## config.mk

```make
export PLATFORM = sky130hd
export DESIGN_NAME = rbd_ram
export DESIGN_NICKNAME = d
export VERILOG_FILES = /design/src/hw/rtl/rbd_ram.sv
export SDC_FILE = /design/constraint.sdc
export NUM_CORES = 2
export LEC_CHECK = 0
export ABC_AREA = 1
export BUFFER_PORTS_ARGS = -buffer_cell sky130_fd_sc_hd__buf_2
export CORE_MARGIN = 4
export CORE_UTILIZATION = 37
export CTS_CLUSTER_SIZE = 25
export DETAILED_ROUTE_END_ITERATION = 16
export RECOVER_POWER = 50
export SKIP_CTS_REPAIR_TIMING = 1
export SYNTH_ARGS = -nofsm -noshare
export SYNTH_HDL_FRONTEND = slang
export SYNTH_SLANG_ARGS = --single-unit
```

## constraint.sdc

```tcl
create_clock -name clock -period 3 [get_ports clock]
set_input_delay 0.45 -clock clock [delete_from_list [all_inputs] [get_ports clock]]
set_output_delay 0.45 -clock clock [all_outputs]
set_load 0.03 [all_outputs]
```

## src/hw/rtl/rbd_ram.sv

```systemverilog
// ----------------------------------------------------------------------------
// rbd_ram
// generic single write port, single read port ram with registered read
// ----------------------------------------------------------------------------
module rbd_ram #(
   parameter int WIDTH = 8,
   parameter int DEPTH = 256
) (
   input  logic                     clock,
   input  logic                     wr_en,
   input  logic [$clog2(DEPTH)-1:0] wr_addr,
   input  logic [WIDTH-1:0]         wr_data,
   input  logic                     rd_en,
   input  logic [$clog2(DEPTH)-1:0] rd_addr,
   output logic [WIDTH-1:0]         rd_data
);

   logic [WIDTH-1:0] mem_ff [DEPTH];
   logic [WIDTH-1:0] rd_data_ff;

   always_ff @(posedge clock) begin
      if (wr_en) begin
         mem_ff[wr_addr] <= wr_data;
      end
      if (rd_en) begin
         rd_data_ff <= mem_ff[rd_addr];
      end
   end

   assign rd_data = rd_data_ff;

endmodule

```

# After elaboration in Yosys (flattened, before gate mapping)

Memory sizes are Yosys's and may differ from the RTL's. A register that Yosys moved wholly into a read port is not among the register bits.
Cells that the tools add are included.

Bits in registers: 0
Output and inout port bits: 8
RAM bits: 2048
Input port bits: 27
Memories kept: 1

Memories:

| memory | depth | bits a word | read ports | clocked after memory_dff | wr ports | RTL line | source |
|---|---|---|---|---|---|---|---|
| mem_ff | 256   | 8           | 1          | 1                        | 1        | 18       | `logic [WIDTH-1:0] mem_ff [DEPTH];` |

Multiplexer cells: 2

Operators with widths:

| operator | count |
|---|---|
| $mux W1  | 2 |

# Logic depth before layout (Yosys ltp)

Depth in word-level cells: 2
Mapped depth: 15
Depth with buffers taken out: 11

# Worst setup path before layout

Ideal clock, no wire load.

Path type: input port to flip-flop
Start point: input port wr_en
End point: memory mem_ff[162][0], enable pin
Library setup time: 370 ps
Path buffers: 2
Arrival: 1571 ps
Stages: 4
Required time: 2630 ps
Path slack: 1059 ps
Cells stage by stage: clkbuf_1 nand3_1 clkbuf_1 nor2_1

Longest elaborated chain between the ends: 2

RTL lines:

| element                       | RTL line | source |
|---|---|---|
| from (decl)                   | 10       | `input logic wr_en,` |
| $mux W1                       | 22       | `if (wr_en) begin` |
| $mux W1 (not written as such) | 23       | `mem_ff[wr_addr] <= wr_data;` |
| to (decl)                     | 18       |  |

No other way between the ends.

# Final worst setup path

Start point: input port wr_data[6]
End point: memory mem_ff[184][6] (data pin)

RTL lines:

| element     | RTL line | source |
|---|---|---|
| from (decl) | 12       | `input logic [WIDTH-1:0] wr_data,` |

No word-level cell before the write port.

==> results.toml <==
[status]
status = "finished with violations"
violations = "max-capacitance violations, max-slew violations"

[cells_and_area]
fin_cells = 10500
fillers = 20600
final_cell_mix = "2117 x nand2_1, 2056 x edfxtp_1, 2019 x nand3_1"
layout_commonest_cell = "nand2_1"
finalInstanceArea_um2 = 96500
drive_gt1_frac = 0.109
final_nets = 7313
syn_to_final_growth_pct = 15.6
utilization = 0.429

[power]
p_leak_uw = 0.0338
seq_power_share = 0.520
pwr-share-clk = 0.416
pwr-share-comb = 0.063
swShare = 0.228
p_int_uw = 47100
p_sw_uw = 13900
ir_drop_mv = 0.629
powerDensity_nw_per_um2 = 632

[clocking]
numClockSinks = 2056
h-tree-depth = 4
worstSkewPairLatency_ns = 0.84
cts_root_buf = "clkbuf_16"
clockBufferDepth = 3
cts_tree = "done"
cts_made_buffers = 208
clk_pin_slew_ns = 0.06

[grt]
antenna_found_initial = 11
overflow = 0
grt_max_degree = 120
grt_pass1_vias = 54100
grt_use_total = 0.203
grt_pass1_wl_mm = 356

[synth]
ys_seq_area_frac = 0.740
syn_area_per_cell_um2 = 11.9
yosysWarnings = 0
synthCells = 7003
ys_ff_latch = 2056
synth_fp_nets = 7030
synth_area_um2 = 83500
synth_cell_type_count = 13

[timing]
setup_slack_ns = 0.475
rsz0062_at_grt = "false"
fmax_mhz = 396
setup_viol = 0
slew_viol_final = 526
min_period_ns = 2.53
finalCritPeriodShare = 0.842
skew_ns = 0.0225
worstMarginPinSlew_ns = 2.63
tns_ns = 0
maxSlewHeadroom = -0.751
hold_viol = 0

[placed_design]
dp_hpwl_mm = 146
gp_congestion = 0.894
io_buffers = 34
placedCellCount = 10100
dp_slack_ns = -0.0726
dpl_cell_area_um2 = 90100

[floorplan]
initial_core_util = 0.372
core-area_um2 = 225000
placementRows = 174
die_h_um = 483
die_area_um2 = 233000
ios = 35
die_x_um = 483

[routing]
drc = 0
wl_mm = 240
num_vias = 55900
antenna_left = 0
dr.pass1.iters = 6
wl_per_cell_um = 23.0
vias_per_cell = 5.35
drtIter0Drc = 6163

[hold_path]
worstHoldPathType = "primary input to flip-flop"

[setup_path]
worst-path-max-fanout = 84
critPathRequiredTime_ns = 3.34
cp.arrival_ns = 2.86
path_class = "primary input to flip-flop"
start_kind = "primary input"
crit_chain = "dlygate4sd3_1 -> buf_8 -> clkbuf_2"
max_stage_delay_ns = 1.37
end_kind = "flip-flop"
slowest_stage = "clkbuf_2"

[flow_run]
cap_violations = 8
==> power groups by stage <==
| stage | Combinational, µW | Sequential [µW] | Clock, µW |
|---|---|---|---|
| floorplan | 1950 | 32300 | 0 |
| global placement | 3840 | 32300 | 0 |
| detailed placement | 3870 | 32300 | 0 |
| CTS | 3880 | 31700 | 25800 |
| global route | 4160 | 31700 | 27000 |
| finish | 3870 | 31700 | 25400 |
==> layer usage <==
layer	up-vias	part of all wire	global-route usage
li1	25400	-	-
met1	27600	0.41	0.276
met2	2441	0.47	0.327
met3	461	0.079	0.0331
met4	2	0.041	0.0815
met5	-	0.000054	0
==> area by class of cell <==
cell class	instances	area (µm²)	area share
Multi-Input combinational cell	4425	19200	0.199
Inverter	39	180	0.00187
Clock inverter	138	1310	0.0136
Sequential cell	2056	61700	0.640
Antenna cell	6	15.0	0.000156
Tap cell	2992	3740	0.0388
Clock buffer	244	5360	0.0556
Timing Repair Buffer	556	4970	0.0515
==> state kept, by name, summed over array words and instances, names as in the netlist <==
name / flops
mem_ff: 2048
rd_data: 8
==> per-stage QoR <==
| stage | total power (µW) | hold WS [ns] |
|---|---|---|
| final | 61000 | 0.170 |
| after global routing | 62900 | 0.143 |
| after CTS | 61400 | -0.0523 |
| after detailed placement | 36200 | 0.867 |
| after global placement | 36200 | 0.863 |
| after floorplan | 34300 | 0.549 |
==> worst max-delay path, delay by kind of cell <==
kind     cells  cell delay [ns]
buf+inv      3             2.21
==> cell usage after synthesis, drive strengths merged <==
cell type	number	area (µm²)
buf	371	2030
clkbuf	112	420
edfxtp	2056	61700
inv	39	149
nand2	2123	7970
nand3	2019	10100
nor2	283	1060
==> final timing paths <==
path                                          startpoint                        to  slack [ns]  cells past startpoint
worst max-delay path                          wr_data[6]  mem_ff[184][6]$_DFFE_PP_        0.47                      3
worst min-delay path                          rd_addr[7]      rd_data[2]$_DFFE_PP_        0.17                      3
worst min register to register   mem_ff[62][5]$_DFFE_PP_      rd_data[5]$_DFFE_PP_        1.12                     10
worst max register to register  mem_ff[107][6]$_DFFE_PP_      rd_data[6]$_DFFE_PP_        0.91                     11
==> kinds of logic (layout without fill, tap and decap cells) <==
logic type	count (synthesis)	count (layout)	share of synthesized area
DFF	2056	2056	0.740
other	0	6	0
and+or+nand+nor	4425	4425	0.229
buffers and inverters	522	977	0.0312
No activity file was read; power rests on OpenSTA's default activity.
